--- src/hdl/mip_select_hough_rho_top_macros.svh ---
`ifndef MIP_SELECT_HOUGH_RHO_TOP_MACROS_SVH
`define MIP_SELECT_HOUGH_RHO_TOP_MACROS_SVH

// same-cycle implication, checked on clk and disabled while rst_n is low
`define MHR_ASSERT_SAME(lbl, ante, cons, msg) \
  lbl: assert property (@(posedge clk) disable iff (!rst_n) (ante) |-> (cons)) \
    else $error(msg);

// next-cycle implication, checked on clk and disabled while rst_n is low
`define MHR_ASSERT_NEXT(lbl, ante, cons, msg) \
  lbl: assert property (@(posedge clk) disable iff (!rst_n) (ante) |=> (cons)) \
    else $error(msg);

`endif

--- src/hdl/mhr_ram.sv ---
module mhr_ram #(
  parameter int WIDTH = 8,
  parameter int DEPTH = 16
) (
  input  logic                     clk,
  input  logic                     we,
  input  logic [$clog2(DEPTH)-1:0] waddr,
  input  logic [WIDTH-1:0]         wdata,
  input  logic [$clog2(DEPTH)-1:0] raddr,
  output logic [WIDTH-1:0]         rdata
);

  logic [WIDTH-1:0] mem [DEPTH];

  always_ff @(posedge clk) begin
    if (we) begin
      mem[waddr] <= wdata;
    end
    rdata <= mem[raddr];
  end

endmodule

--- config.mk ---
export PLATFORM = sky130hd
export DESIGN_NAME = mhr_ram
export DESIGN_NICKNAME = d
export VERILOG_FILES = /design/src/hdl/mip_select_hough_rho_top_macros.svh /design/src/hdl/mhr_ram.sv
export SDC_FILE = /design/constraint.sdc
export NUM_CORES = 1
export LEC_CHECK = 0
export BUFFER_PORTS_ARGS = -buffer_cell sky130_fd_sc_hd__buf_2
export CORE_ASPECT_RATIO = 1.2
export CORE_MARGIN = 2
export CORE_UTILIZATION = 55
export CTS_BUF_LIST = sky130_fd_sc_hd__clkbuf_4 sky130_fd_sc_hd__clkbuf_8
export DETAILED_ROUTE_END_ITERATION = 10
export HOLD_SLACK_MARGIN = 0.15
export PLACE_DENSITY = 0.71
export SLEW_MARGIN = 5
export SYNTH_ARGS = -nofsm -noshare
export SYNTH_HDL_FRONTEND = slang
export SYNTH_SLANG_ARGS = --single-unit
--- constraint.sdc ---
create_clock -name clk -period 2.15 [get_ports clk]
set_input_delay 0.1075 -clock clk [delete_from_list [all_inputs] [get_ports clk]]
set_output_delay 0.1075 -clock clk [all_outputs]
set_load 0.01 [all_outputs]
==> metrics.csv <==
stage,metric,value,unit
status,status,"finished, final reports clean",
routing,via count,2483,
worst_setup_path,crit start category,flip-flop,
cts,Clk Tree Root Cell,clkbuf_8,
worst_setup_path,"Largest stage delay, worst path",0.52,ns
timing,fmax,723,MHz
cells_and_area,share of layout cells above drive strength 1,32.0,%
floorplan,die area,0.0102,mm^2
logic_synthesis,share of the synthesized area in the top cell type,74.7,%
global_route,M3 GR Usage,6.87,%
worst_setup_path,critical path arrival,1.71,ns
logic_synthesis,register area share after synthesis,77.8,%
worst_setup_path,Critical Path RT,2.48,ns
worst_setup_path,sequence of cells on the critical path,mux4_1 -> a22oi_1 -> nand2_1,
cells_and_area,Finished Core Util,65.9,%
cts,CTS Sinks,136,
routing,DRC viols,0,
pwr,Pint,0.00409,W
pwr,Sw Pwr,0.00107,W
logic_synthesis,number of synthesized flops with an enable pin,128,
worst_setup_path,Crit-path slowest cell,mux4_1,
logic_synthesis,largest cells by area after synthesis,"edfxtp_1 (75%), mux4_2 (7.9%), mux4_1 (7.1%)",
global_route,initial antenna violation count,0,
timing,Setup Viol. Count Final,0,
global_route,first-pass GRT wire length,14700,um
cts,later-pin clock latency in the skew report,0.44,ns
pwr,pwr dens,863,mW/mm^2
floorplan,die span in x,92.3,um
floorplan,CORE AREA,0.00908,mm^2
routing,Final ANT Viol Nets,0,
cells_and_area,fillcell total,600,
timing,worst hold slack,0.218,ns
floorplan,Row Count,38,
place,Post-DP HPWL,6110,um
logic_synthesis,number of synthesized register bits,136,
routing,drt pass-1 iters,4,
cts,Clock Path Buffers,2,
cts,clock slew at reported path FFs,0.07,ns
timing,Final Slew Violations,0,
place,RD Place Congestion,0.797,
pwr,Pleak,2.05,nW
worst_setup_path,"Max FO, Critical Path",1,
cts,CTS buffer count,17,
routing,drt total wl,9470,um
pwr,Clk network pwr share,36.7,%
worst_hold_path,hold path startpoint,waddr[1],
cells_and_area,# diodes,0,
cts,H-tree depth,4,
floorplan,Die H,110,um
worst_setup_path,r2r setup slk,0.77,ns
logic_synthesis,ys flop type,edfxtp_1,
global_route,GRT busiest layer,met2,
global_route,Total GRT Usage,21.1,%
logic_synthesis,asr flop ratio synth,0,%
logic_synthesis,Post-Syn Area,0.00515,mm^2
cells_and_area,Area Overhead vs Synth,16.2,%
timing,period utilization,64.3,%
run,Max-Cap Viols,0,
logic_synthesis,largest area contributor in the netlist,edfxtp_1,
timing,"Hold Vio Cnt, Final",0,
place,I/O Buffers,25,
worst_setup_path,CP Buf/Inv Count,0,
worst_setup_path,RR Startpoint,mem[1][0],
worst_setup_path,Worst Setup SP,mem[1][0],
logic_synthesis,top-count cell post-synth,edfxtp_1,
logic_synthesis,Avg Inst Size Synth,22.5,um^2
worst_setup_path,CP top delay family,multiplexers,
timing,Setup TNS,0,ns
routing,DR vias/cell,5.83,
cts,CTS tree,built,
global_route,gr ovfl total,0,
routing,Initial DRC Count,223,
timing,Slew headroom,47.8,%
worst_setup_path,CP Capture Type,flip-flop,
global_route,met2 Use GR,33.4,%
logic_synthesis,Mapped Cells,229,
worst_setup_path,Crit Path Class,flip-flop to flip-flop,
floorplan,io pins,26,
global_route,number of global-route vias before repair,2594,
global_route,met1 Use GR,26.8,%
timing,slew at the pin with the worst max-slew slack,0.780,ns
pwr,VDD IR max,0.489,mV
pwr,Net Sw Frac,20.8,%
timing,RSZ-0062 raised after global routing,false,
pwr,combinational share of power,5.7,%
worst_hold_path,Hold Path Class,input pin to flip-flop,
logic_synthesis,"Warnings, synthesis",0,
cells_and_area,fin nets,311,
logic_synthesis,Synthesized Nets,247,
logic_synthesis,synth cell count leaders,"edfxtp_1 (128), mux4_2 (18), a22oi_1 (16)",
global_route,largest net degree at the start of global routing,17,
routing,wire per inst,22.2,um
floorplan,Initial Utilization,56.7,%
logic_synthesis,Synth cell types,19,
pwr,Seq pwr share,57.7,%
timing,Final min period,1.38,ns
timing,clk_skew,0.00738,ns
==> area by class of cell <==
type / count / area [um^2] / share of cell area (%)
clock buffers: 22 / 284 / 4.75
clock inverters: 10 / 77.6 / 1.30
well taps: 120 / 150 / 2.51
flip-flops and latches: 136 / 4000 / 66.9
repair buffers: 55 / 408 / 6.82
multi-input cells: 83 / 1060 / 17.7
==> layer usage <==
| metal | share of wire [%] | vias to the layer above |
|---|---|---|
| met1 | 39 | 1277 |
| met4 | 1.8 | 0 |
| met5 | 0 | - |
| met2 | 52 | 89 |
| met3 | 7.1 | 15 |
| li1 | - | 1102 |
==> power by group through the flow <==
| stage | Clock (W) | Combinational (W) | Sequential (W) |
|---|---|---|---|
| detailed placement | 0 | 0.000286 | 0.00304 |
| floorplan | 0 | 0.000150 | 0.00304 |
| CTS | 0.00193 | 0.000298 | 0.00298 |
| global placement | 0 | 0.000278 | 0.00303 |
| finish | 0.00189 | 0.000293 | 0.00298 |
| global route | 0.00203 | 0.000320 | 0.00298 |
==> worst paths after layout <==
path                                   to  cells past startpoint
worst max register to register   rdata[0]                      3
worst max-delay path             rdata[0]                      3
worst min-delay path            mem[0][0]                      3
worst min register to register   rdata[2]                      3
==> cell usage in the layout, fill, tap and decap left out <==
cell	synthesis	routed
a22oi_1	16	16
and2_1	1	1
and2b_1	1	1
buf_12	0	3
buf_2	3	25
buf_4	1	19
bufinv_16	0	1
clkbuf_4	0	3
clkbuf_8	0	19
clkinv_2	0	8
clkinvlp_4	0	1
dfxtp_1	8	8
dlygate4sd3_1	0	8
edfxtp_1	128	128
mux4_1	14	14
mux4_2	18	18
nand2_1	9	9
nand2b_1	2	2
nand3_1	1	1
nand3b_1	2	2
nor2_1	13	13
nor2b_1	1	1
nor3_1	4	4
or3b_2	1	1
==> worst reg2reg max path: cells and delay by family, from the launching register on <==
kind,cells,cell delay [ns]
DFF,1,0.36
AOI/OAI and AO/OA,1,0.30
muxes,1,0.52
and+or+nand+nor,1,0.09
==> cell families (layout without fill, tap and decap cells) <==
family / after synthesis / count (layout) / share of synthesized area (%)
AO/OA/AOI/OAI: 16 / 16 / 2.33
buffers and inverters: 10 / 87 / 1.68
flip-flops: 136 / 136 / 77.8
multiplexers: 32 / 32 / 15.0
AND/OR/NAND/NOR: 35 / 35 / 3.18
==> timing repair <==
action / in CTS / in global routing
gates resized for setup: 0 / 0
buffers inserted: 0 / 0
hold buffers: 8 / 0
endpoints found under the hold margin: 128 / 0
==> registers in the layout, summed over array words and instances, names as in the netlist <==
register  flops
rdata         8
mem         128
==> stage by stage <==
stage / instances / power [W] / worst slack (ns) / cell area [um^2]
global placement: 386 / 0.00331 / 0.375 / 5540
CTS: 426 / 0.00520 / 0.743 / 5980
global route: 426 / 0.00533 / 0.656 / 5980
detailed placement: 386 / 0.00332 / 0.358 / 5540
finish: 426 / 0.00516 / 0.767 / 5980
floorplan: 229 / 0.00319 / 0.550 / 5150
No activity file was read; power rests on OpenSTA's default activity.
