$ cat src/hdl/mip_select_hough_rho_top_macros.svh
`ifndef MIP_SELECT_HOUGH_RHO_TOP_MACROS_SVH
`define MIP_SELECT_HOUGH_RHO_TOP_MACROS_SVH

// same-cycle implication, checked on clk and disabled while rst_n is low
`define MHR_ASSERT_SAME(lbl, ante, cons, msg) \
  lbl: assert property (@(posedge clk) disable iff (!rst_n) (ante) |-> (cons)) \
    else $error(msg);

// next-cycle implication, checked on clk and disabled while rst_n is low
`define MHR_ASSERT_NEXT(lbl, ante, cons, msg) \
  lbl: assert property (@(posedge clk) disable iff (!rst_n) (ante) |=> (cons)) \
    else $error(msg);

`endif

$ cat src/hdl/mhr_pkg.sv
package mhr_pkg;

  localparam int POS_W      = 20;
  localparam int LAYER_W    = 8;
  localparam int HITS_W     = 12;
  localparam int IDX_W      = 8;
  localparam int STEP_W     = 6;
  localparam int RHO_W      = 21;
  localparam int SIN_W      = 16;
  localparam int COS_W      = 17;
  localparam int PROD_W     = POS_W + COS_W;
  localparam int CFG_IDX_W  = 2;
  localparam int CFG_DATA_W = 12;
  localparam int NB_LIM_W   = 9;

  localparam int NEAR_LIMIT = 800;
  localparam int CORE_HITS  = 5;
  localparam int RHO_MAX    = 1048575;
  localparam int RHO_MIN    = -1048576;

  localparam logic [63:0] PI_Q30  = 64'd3373259426;
  localparam logic [63:0] ONE_Q30 = 64'd1073741824;

  typedef logic [CFG_IDX_W-1:0] cfg_idx_t;
  localparam cfg_idx_t CFG_MAX_HITS = 2'd0;
  localparam cfg_idx_t CFG_MAX_NB   = 2'd1;
  localparam cfg_idx_t CFG_MAX_CORE = 2'd2;

  typedef struct packed {
    logic signed [POS_W-1:0] pos_x;
    logic signed [POS_W-1:0] pos_y;
    logic signed [POS_W-1:0] pos_z;
    logic [LAYER_W-1:0]      layer;
    logic [HITS_W-1:0]       hits;
  } cluster_t;

  // taylor series in q2.30, rounded to q1.15; evaluated at elaboration only
  function automatic logic [SIN_W-1:0] trig_q15(input logic [63:0] x, input logic is_sin);
    logic [63:0]        x2;
    logic [63:0]        term;
    logic [63:0]        tmp;
    logic signed [63:0] acc;
    x2   = (x * x) >> 30;
    term = is_sin ? x : ONE_Q30;
    acc  = $signed(term);
    for (int k = 1; k < 8; k++) begin
      tmp = (term * x2) >> 30;
      case (k)
        1: term = is_sin ? tmp / 64'd6   : tmp / 64'd2;
        2: term = is_sin ? tmp / 64'd20  : tmp / 64'd12;
        3: term = is_sin ? tmp / 64'd42  : tmp / 64'd30;
        4: term = is_sin ? tmp / 64'd72  : tmp / 64'd56;
        5: term = is_sin ? tmp / 64'd110 : tmp / 64'd90;
        6: term = is_sin ? tmp / 64'd156 : tmp / 64'd132;
        7: term = is_sin ? tmp / 64'd210 : tmp / 64'd182;
        default: term = tmp;
      endcase
      if (k % 2 == 1) acc = acc - $signed(term);
      else            acc = acc + $signed(term);
    end
    if (acc < 0) acc = 0;
    if (acc > $signed(ONE_Q30)) acc = $signed(ONE_Q30);
    return SIN_W'((acc + 64'sd16384) >>> 15);
  endfunction

  // round, scale down by 2^15 and clamp to the rho range
  function automatic logic signed [RHO_W-1:0] rho_sat(input logic signed [PROD_W-1:0] a,
                                                      input logic signed [PROD_W-1:0] b);
    logic signed [PROD_W+1:0] sum;
    logic signed [PROD_W-14:0] q;
    sum = (PROD_W+2)'(a) + (PROD_W+2)'(b) + (PROD_W+2)'(16384);
    q   = sum[PROD_W+1:15];
    if (q > RHO_MAX)      return RHO_W'(RHO_MAX);
    else if (q < RHO_MIN) return RHO_W'(RHO_MIN);
    else                  return q[RHO_W-1:0];
  endfunction

endpackage

$ cat src/hdl/mhr_mul.sv
module mhr_mul (
  input  logic                              clk,
  input  logic signed [mhr_pkg::POS_W-1:0]  a,
  input  logic signed [mhr_pkg::COS_W-1:0]  b,
  output logic signed [mhr_pkg::PROD_W-1:0] p
);
  import mhr_pkg::*;

  // registered signed product, shared by all three rho terms
  always_ff @(posedge clk) begin
    p <= PROD_W'(a) * PROD_W'(b);
  end

endmodule

$ cat config.mk
export PLATFORM = sky130hd
export DESIGN_NAME = mhr_mul
export DESIGN_NICKNAME = d
export VERILOG_FILES = /design/src/hdl/mip_select_hough_rho_top_macros.svh /design/src/hdl/mhr_pkg.sv /design/src/hdl/mhr_mul.sv
export SDC_FILE = /design/constraint.sdc
export NUM_CORES = 1
export LEC_CHECK = 0
export BUFFER_PORTS_ARGS = -buffer_cell sky130_fd_sc_hd__buf_2
export CORE_UTILIZATION = 57
export CTS_CLUSTER_SIZE = 25
export DETAILED_ROUTE_END_ITERATION = 16
export PLACE_DENSITY = 0.74
export SYNTH_ARGS = -nofsm -noshare
export SYNTH_HDL_FRONTEND = slang
export SYNTH_SLANG_ARGS = --single-unit
$ cat constraint.sdc
create_clock -name clk -period 6.13 [get_ports clk]
set_input_delay 0.3065 -clock clk [delete_from_list [all_inputs] [get_ports clk]]
set_output_delay 0.3065 -clock clk [all_outputs]
set_load 0.1 [all_outputs]
==> impl_metrics.tcl <==
set metrics [dict create \
    detailedRoute.firstPassIterationCount 5 \
    tritoncts_num_sinks 37 \
    dominantRegCellSynth "dfxtp_1" \
    synth_cell_type_count 50 \
    min_period_ps 5880 \
    commonest_cells_after_routing_fill_and_taps_aside "inv_1 (369), fa_1 (341), and2_1 (172)" \
    final_nets 1995 \
    mostFrequentLayoutCell "inv_1" \
    largest_reg_flops 37 \
    cts_tree "built" \
    crit_start_category "primary input" \
    grt_pass1_vias 11000 \
    synth_register_bits 37 \
    n_antenna_cell 0 \
    timing.final.max_slew_violations 0 \
    leading_post_synthesis_cells_by_cell_area "fa_1 (51%), inv_1 (10%), ha_1 (8.6%)" \
    synth-edff-count 0 \
    die_h_um 155 \
    critPathRequiredTime_ps 6360 \
    met1Wirelength_um 11900 \
    min_delay_path_depth 2 \
    grt_remaining_overflow 0 \
    tightest_slew_ps 519 \
    synth_top_cell_by_area "fa_1" \
    port_buffers 74 \
    pin_count_of_the_biggest_net_entering_global_routing 21 \
    grt_antenna_before_repair 0 \
    dr.first_iter.drc_count 460 \
    met3RoutedLength_um 1720 \
    route.detailed.drc 0 \
    core-area_um2 22800 \
    dr.max_layer_used "met4" \
    detailroute.wirelength.met2_um 16600 \
    area.growth.synth_to_final_pct 10.5 \
    hold_path_class "primary input to flip-flop" \
    layout-drive-gt1-share_pct 11.7 \
    postSynthAreaPerCell_um2 9.38 \
    outcome "completed" \
    ioPinCount 75 \
    initial_core_util_pct 58.3 \
    setup_violations 0 \
    timing_limited_maximum_frequency_mhz 170 \
    criticalPathCategory "primary input to flip-flop" \
    largest_register "p" \
    crit_path_max_incr_delay_ps 530 \
    route.vias.total 9737 \
    die_area_um2 23900 \
    wl_um 32700 \
    clk_transition_reported_paths_ps 70 \
    cts_max_path_buffers 2 \
    syn_area_um2 13300 \
    crit_slowest_cell "fa_1" \
    crit_path_frequent_cell "fa_1" \
    post_synth_inst_count 1417 \
    synthesis.yosys.warnings 0 \
    rows 55 \
    worst_case_hold_path_end_point "p[0]" \
    syn-num-nets 1887 \
    post_cts_hold_buffer_count 0 \
    cp.buffers_inverters 6 \
    global_route_wire_length_before_repair_um 55000 \
    quantity_of_gates_resized_following_cts 0 \
    relSlewSlack_pct 65.6 \
    cts_made_buffers 5 \
    cp_cell_sequence "buf_2, and2_1, fa_1, inv_1, fa_1, fa_1, inv_1, fa_1, fa_1, inv_1, fa_1, inv_1, ha_1, buf_4, nand2_1, o21ai_1, a221oi_2, a21oi_1, or3_1, a31o_2, a21oi_1, xnor2_1" \
    cp_max_fo 17 \
    critPathArrivalTime_ps 6110 \
    globalplace.congestion 0.876 \
    yosysSeqAreaShare_pct 5.57 \
    post-cts-setup-buffer-count 0 \
    htree_levels 2 \
    hold_start "a[0]" \
    synthArstFlopShare_pct 0 \
    critPathTopFamily "adder cells" \
    grt_util_all_layers_pct 30.4 \
    max-cap-violations 0 \
    dieWidth_um 155 \
    largest_registers "p x37" \
    rsz0062_at_grt "no" \
    worst_setup_path_end_kind "flip-flop" \
    drt-wirelength-per-cell_um 17.8 \
    timing.final.crit_share_pct 96.0 \
    vias_per_cell 5.29 \
    yosysTopAreaCellShare_pct 51.4 \
    timing.final.hold_violations 0 \
    finalHoldWorstSlack_ps 377 \
    cts_root_buffer "clkbuf_16" \
    ant_nets 0 \
    dp_hpwl_um 27700 \
]
-- cell type report --
| cell class | instances | area, um^2 |
|---|---|---|
| clock inverter | 3 | 21.3 |
| sequential | 37 | 741 |
| clock buffer | 5 | 125 |
| timing repair buffer | 158 | 1080 |
| tap | 313 | 392 |
| fill | 1876 | 8090 |
| multi-input combinational | 954 | 11000 |
| inverter | 369 | 1390 |
-- Yosys cell counts (2+ instances only) --
cell type / instances
o21ai_0: 14
a21oi_2: 3
nor3_1: 4
clkbuf_1: 56
nor2_1: 32
nand4_1: 2
xor2_1: 10
xnor2_1: 28
nand3b_1: 2
and2_1: 172
nor2b_1: 2
a21oi_1: 24
nand3_1: 3
a211oi_1: 3
a21o_1: 16
fa_1: 341
o21bai_1: 3
dfxtp_1: 37
a221o_1: 2
a31oi_4: 2
ha_1: 91
o21a_1: 8
nand2b_1: 6
nand2_1: 159
inv_1: 369
a31oi_1: 4
-- per-layer routing --
metal,up-vias,global-route usage (%)
met5,-,0
met4,0,19.7
met3,125,4.54
met2,363,53.8
met1,4955,34.3
li1,4294,-
-- worst max path at each step --
| stage | endpoint | cells after the start | start | slack [ps] |
|---|---|---|---|---|
| after detailed placement | p[25] | 20 | a[12] | -30 |
| after CTS | p[25] | 22 | a[6] | 280 |
| after global placement | p[25] | 20 | a[12] | 60 |
| after floorplan | p[36] | 20 | a[19] | 360 |
| final | p[25] | 22 | a[6] | 250 |
| after global routing | p[25] | 22 | a[6] | 60 |
-- through the flow --
step | util (%) | instances | TNS, ps | cell area, um^2 | setup slack (ps)
6_report | 64.5 | 1839 | 0 | 14700 | 247
5_1_grt | 64.5 | 1839 | 0 | 14700 | 60.9
4_1_cts | 64.5 | 1839 | 0 | 14700 | 275
3_5_place_dp | 63.9 | 1831 | -60.3 | 14500 | -32.8
3_3_place_gp | 63.9 | 1831 | 0 | 14500 | 63.9
2_1_floorplan | - | 1417 | 0 | 13300 | 363
-- cells by family after synthesis --
kind of cell | count (synthesis) | share of synthesized area [%]
xor+xnor | 38 | 2.50
flops | 37 | 5.57
buf+inv | 426 | 12.0
simple gates | 389 | 14.8
compound gates | 94 | 5.11
mux | 1 | 0.0753
fa+ha+maj | 432 | 59.9
Power is left out: the tool's default activity adds up to more than one toggle a clock period on the data nets, which glitch-free logic cannot reach.
