File: config.mk
export PLATFORM = sky130hd
export DESIGN_NAME = mhr_trig_rom
export DESIGN_NICKNAME = d
export VERILOG_FILES = /design/src/hdl/mip_select_hough_rho_top_macros.svh /design/src/hdl/mhr_pkg.sv /design/src/hdl/mhr_trig_rom.sv
export SDC_FILE = /design/constraint.sdc
export NUM_CORES = 1
export LEC_CHECK = 0
export BUFFER_PORTS_ARGS = -buffer_cell sky130_fd_sc_hd__buf_2
export CORE_MARGIN = 10
export CORE_UTILIZATION = 40
export DETAILED_ROUTE_END_ITERATION = 8
export PLACE_DENSITY = 0.68
export SYNTH_ARGS = -nofsm -noshare
export SYNTH_HDL_FRONTEND = slang
export SYNTH_SLANG_ARGS = --single-unit
File: constraint.sdc
create_clock -name clk -period 2 [get_ports clk]
set_clock_uncertainty 0.1 [all_clocks]
set_input_delay 0.2 -clock clk [delete_from_list [all_inputs] [get_ports clk]]
set_output_delay 0.2 -clock clk [all_outputs]
set_load 0.01 [all_outputs]
File: src/hdl/mip_select_hough_rho_top_macros.svh
`ifndef MIP_SELECT_HOUGH_RHO_TOP_MACROS_SVH
`define MIP_SELECT_HOUGH_RHO_TOP_MACROS_SVH

// same-cycle implication, checked on clk and disabled while rst_n is low
`define MHR_ASSERT_SAME(lbl, ante, cons, msg) \
  lbl: assert property (@(posedge clk) disable iff (!rst_n) (ante) |-> (cons)) \
    else $error(msg);

// next-cycle implication, checked on clk and disabled while rst_n is low
`define MHR_ASSERT_NEXT(lbl, ante, cons, msg) \
  lbl: assert property (@(posedge clk) disable iff (!rst_n) (ante) |=> (cons)) \
    else $error(msg);

`endif

File: src/hdl/mhr_pkg.sv
package mhr_pkg;

  localparam int POS_W      = 20;
  localparam int LAYER_W    = 8;
  localparam int HITS_W     = 12;
  localparam int IDX_W      = 8;
  localparam int STEP_W     = 6;
  localparam int RHO_W      = 21;
  localparam int SIN_W      = 16;
  localparam int COS_W      = 17;
  localparam int PROD_W     = POS_W + COS_W;
  localparam int CFG_IDX_W  = 2;
  localparam int CFG_DATA_W = 12;
  localparam int NB_LIM_W   = 9;

  localparam int NEAR_LIMIT = 800;
  localparam int CORE_HITS  = 5;
  localparam int RHO_MAX    = 1048575;
  localparam int RHO_MIN    = -1048576;

  localparam logic [63:0] PI_Q30  = 64'd3373259426;
  localparam logic [63:0] ONE_Q30 = 64'd1073741824;

  typedef logic [CFG_IDX_W-1:0] cfg_idx_t;
  localparam cfg_idx_t CFG_MAX_HITS = 2'd0;
  localparam cfg_idx_t CFG_MAX_NB   = 2'd1;
  localparam cfg_idx_t CFG_MAX_CORE = 2'd2;

  typedef struct packed {
    logic signed [POS_W-1:0] pos_x;
    logic signed [POS_W-1:0] pos_y;
    logic signed [POS_W-1:0] pos_z;
    logic [LAYER_W-1:0]      layer;
    logic [HITS_W-1:0]       hits;
  } cluster_t;

  // taylor series in q2.30, rounded to q1.15; evaluated at elaboration only
  function automatic logic [SIN_W-1:0] trig_q15(input logic [63:0] x, input logic is_sin);
    logic [63:0]        x2;
    logic [63:0]        term;
    logic [63:0]        tmp;
    logic signed [63:0] acc;
    x2   = (x * x) >> 30;
    term = is_sin ? x : ONE_Q30;
    acc  = $signed(term);
    for (int k = 1; k < 8; k++) begin
      tmp = (term * x2) >> 30;
      case (k)
        1: term = is_sin ? tmp / 64'd6   : tmp / 64'd2;
        2: term = is_sin ? tmp / 64'd20  : tmp / 64'd12;
        3: term = is_sin ? tmp / 64'd42  : tmp / 64'd30;
        4: term = is_sin ? tmp / 64'd72  : tmp / 64'd56;
        5: term = is_sin ? tmp / 64'd110 : tmp / 64'd90;
        6: term = is_sin ? tmp / 64'd156 : tmp / 64'd132;
        7: term = is_sin ? tmp / 64'd210 : tmp / 64'd182;
        default: term = tmp;
      endcase
      if (k % 2 == 1) acc = acc - $signed(term);
      else            acc = acc + $signed(term);
    end
    if (acc < 0) acc = 0;
    if (acc > $signed(ONE_Q30)) acc = $signed(ONE_Q30);
    return SIN_W'((acc + 64'sd16384) >>> 15);
  endfunction

  // round, scale down by 2^15 and clamp to the rho range
  function automatic logic signed [RHO_W-1:0] rho_sat(input logic signed [PROD_W-1:0] a,
                                                      input logic signed [PROD_W-1:0] b);
    logic signed [PROD_W+1:0] sum;
    logic signed [PROD_W-14:0] q;
    sum = (PROD_W+2)'(a) + (PROD_W+2)'(b) + (PROD_W+2)'(16384);
    q   = sum[PROD_W+1:15];
    if (q > RHO_MAX)      return RHO_W'(RHO_MAX);
    else if (q < RHO_MIN) return RHO_W'(RHO_MIN);
    else                  return q[RHO_W-1:0];
  endfunction

endpackage

File: src/hdl/mhr_trig_rom.sv
module mhr_trig_rom #(
  parameter int THETA_STEPS = 64
) (
  input  logic                             clk,
  input  logic [$clog2(THETA_STEPS)-1:0]   step,
  output logic [mhr_pkg::SIN_W-1:0]        sin_q,
  output logic signed [mhr_pkg::COS_W-1:0] cos_q
);
  import mhr_pkg::*;

  logic [SIN_W-1:0]        sin_tab [THETA_STEPS];
  logic signed [COS_W-1:0] cos_tab [THETA_STEPS];

  // angle folded into the first quadrant, cosine negated past pi/2
  for (genvar g = 0; g < THETA_STEPS; g++) begin : g_tab
    localparam int          SRED = (2 * g > THETA_STEPS) ? THETA_STEPS - g : g;
    localparam logic [63:0] ANG  = (64'(SRED) * PI_Q30) / THETA_STEPS;
    localparam logic [SIN_W-1:0] SQ = trig_q15(ANG, 1'b1);
    localparam logic [SIN_W-1:0] CQ = trig_q15(ANG, 1'b0);
    assign sin_tab[g] = SQ;
    assign cos_tab[g] = (2 * g > THETA_STEPS) ? -$signed({1'b0, CQ}) : $signed({1'b0, CQ});
  end

  always_ff @(posedge clk) begin
    sin_q <= sin_tab[step];
    cos_q <= cos_tab[step];
  end

endmodule

==> metrics.md <==
| Metric | Value |
|---|---|
| Final antenna-violating net count | 0 |
| Critical path's slowest cell | ha_1 |
| Clock Sinks | 33 |
| P&R area growth vs syn | 22.6% |
| Power Density | 573 nW/um2 |
| RSZ-0062 raised after global routing | false |
| Synthesis-stage register bit count | 33 |
| Root buffer cell | clkbuf_8 |
| Leak | 1.61 nW |
| Final slew viol count | 0 |
| Library cells used by synthesis | 58 |
| Mapped Area | 3100 um2 |
| Cells after DPL | 575 |
| Seq/Total Area, Yosys | 21.3% |
| Commonest non-fill, non-tap cell in the layout | buf_4 |
| Die Ht | 108 um |
| Worst EP arrival | 1.81 ns |
| Fraction of layout cells with a size suffix above 1 | 25.2% |
| Top_reg_cell synth | dfxtp_1 |
| Avg Cell Area, Syn | 7.37 um2 |
| Die X | 108 um |
| Clk buf depth | 2 |
| Min cycle time layout | 1.71 ns |
| Final HPWL DP | 8210 um |
| # fillers | 773 |
| Initial antenna violation count | 0 |
| Hold Crit Class | input pin to flip-flop |
| Starting density of the core | 40.6% |
| Finished Layout Cells | 583 |
| # diodes | 0 |
| Final Hold Vio Count | 0 |
| Total congestion overflow | 0 |
| CP dominant cell by count | o21ai_0 |
| Nets@finish | 503 |
| Row Count | 32 |
| Drt drc | 0 |
| Maximum vdd drop | 0.253 mV |
| PostCTS Resize Cnt | 0 |
| WL/cell | 18.9 um |
| First-pass iteration count of the detailed router | 5 |
| Sum Neg Setup Slack | 0 ns |
| Crit path kind | input pin to flip-flop |
| Max stage delay on crit path | 0.40 ns |
| CP Buf/Inv Count | 3 |
| Clk pin slew, worst setup/hold paths | 0.07 ns |
| Aggregate routed wire length | 11000 um |
| Vias post-DR | 3518 |
| Worst-path maximum fanout | 9 |
| Setup crit start kind | input pin |
| Number of global-route vias before repair | 3322 |
| Final setup fails | 0 |
| Status | finished clean |
| Post-CTS Setup Repair Bufs | 0 |
| H-tree Lvls | 2 |
| Max_cap viols | 0 |
| Largest net degree at the start of global routing | 49 |
| Top delay family on crit path | compound AO/OA/AOI/OAI gates |
| CTS tree | yes |
| Tcrit/Tclk final | 85.6% |
| IO Pins | 40 |
| Via density | 6.03 |
| Post-Syn Nets | 444 |
| CTS Hold Bufs | 0 |
| First-pass GRT wire length | 17600 um |
| Crit path required time | 2.09 ns |
| Worst Setup End Kind | flip-flop |
| Synth warn | 0 |
| Starting DRT DRC Count | 370 |
| PortBufs | 39 |
| Core Area | 7650 um2 |
| CTS Buf Count | 5 |
| Most frequent cells in the layout | 53 x buf_4, 39 x nand2_1, 39 x buf_2 |
| Post-synth ARST share | 0% |
| Fmax | 584 MHz |
| Slew @ Worst Pin | 0.452 ns |
| Die area | 11700 um2 |
| Total Routing Usage GR | 18.6% |
| EDFF count, synth | 0 |
| Slew HR | 69.5% |
| Crit-path cells | buf_2 > inv_2 > ha_1 > nand2b_1 > o21ai_0 > o21ai_0 > buf_4 > a21oi_1 > o21a_1 |
| Routability cong. | 0.958 |
| Synth Instances | 421 |
-- sequential cells by signal, summed over array words and instances, names as in the netlist --
signal  count
sin_q      16
cos_q      17
-- worst paths after layout --
kind | from | to | slack (ns) | depth (start not counted)
worst max-delay path | step[1] | sin_q[6] | 0.29 | 9
worst min-delay path | step[4] | sin_q[6] | 0.26 | 2
-- metrics by stage --
step | worst slack, ns | power [mW] | hold WS [ns] | cell area (um2) | util (%)
after floorplan | 0.0335 | 1.30 | 0.330 | 3100 | -
after global placement | 0.000909 | 1.62 | 0.499 | 3700 | 48.4
after detailed placement | -0.00460 | 1.62 | 0.497 | 3700 | 48.4
after CTS | 0.293 | 2.18 | 0.256 | 3800 | 49.7
after global routing | 0.168 | 2.30 | 0.256 | 3800 | 49.7
final | 0.287 | 2.18 | 0.256 | 3800 | 49.7
-- report_power, final --
group          internal, mW  leakage [nW]  switching [mW]
registers             0.737         0.278          0.0154
logic                 0.369          1.28           0.497
clock network         0.311        0.0542           0.249
-- logic make-up (layout without fill, tap and decap cells) --
family	count (synthesis)	in the layout	synth area share, %
adders and majority gates	16	16	6.45
muxes	15	15	6.45
xor gates and xnor gates	3	3	0.847
DFF	33	33	21.3
AOI/OAI and AO/OA	162	162	33.8
and+or+nand+nor	138	138	21.9
buffers and inverters	54	114	9.27
-- synth_stat cells (4+ instances only) --
cell type	instances	area, um2
nand2b_1	15	93.8
nor2_1	28	105
buf_2	20	100
mux2i_1	11	110
nand2_1	39	146
o21a_1	6	45.0
o21ai_0	38	190
nor2b_1	10	62.6
nand3_1	14	70.1
a211oi_1	14	105
inv_1	6	22.5
nor3_1	13	65.1
buf_4	4	30.0
a21oi_1	34	170
o31ai_1	4	30.0
a221oi_1	4	35.0
ha_1	16	200
o211ai_1	16	120
a31oi_1	14	87.6
clkbuf_1	14	52.6
buf_6	6	67.6
dfxtp_1	33	661
mux4_2	4	90.1
a311oi_1	5	43.8
-- final cells by class --
class                      count  area (um2)  area share (%)
clock buffer                   7        96.3            2.53
sequential                    33         661            17.4
tap                          102         128            3.36
timing repair buffer          99         733            19.3
inverter                       7        26.3           0.691
multi-input combinational    334        2150            56.6
clock inverter                 1        5.00           0.132
-- routing by layer --
layer / up-vias / wire length [um] / global-route usage (%)
li1: 1669 / - / -
met2: 196 / 5140 / 30.1
met4: 0 / 338 / 7.35
met3: 28 / 981 / 3.09
met1: 1625 / 4550 / 24.0
met5: - / 0 / 0
Power figures use the tool's default switching activity.
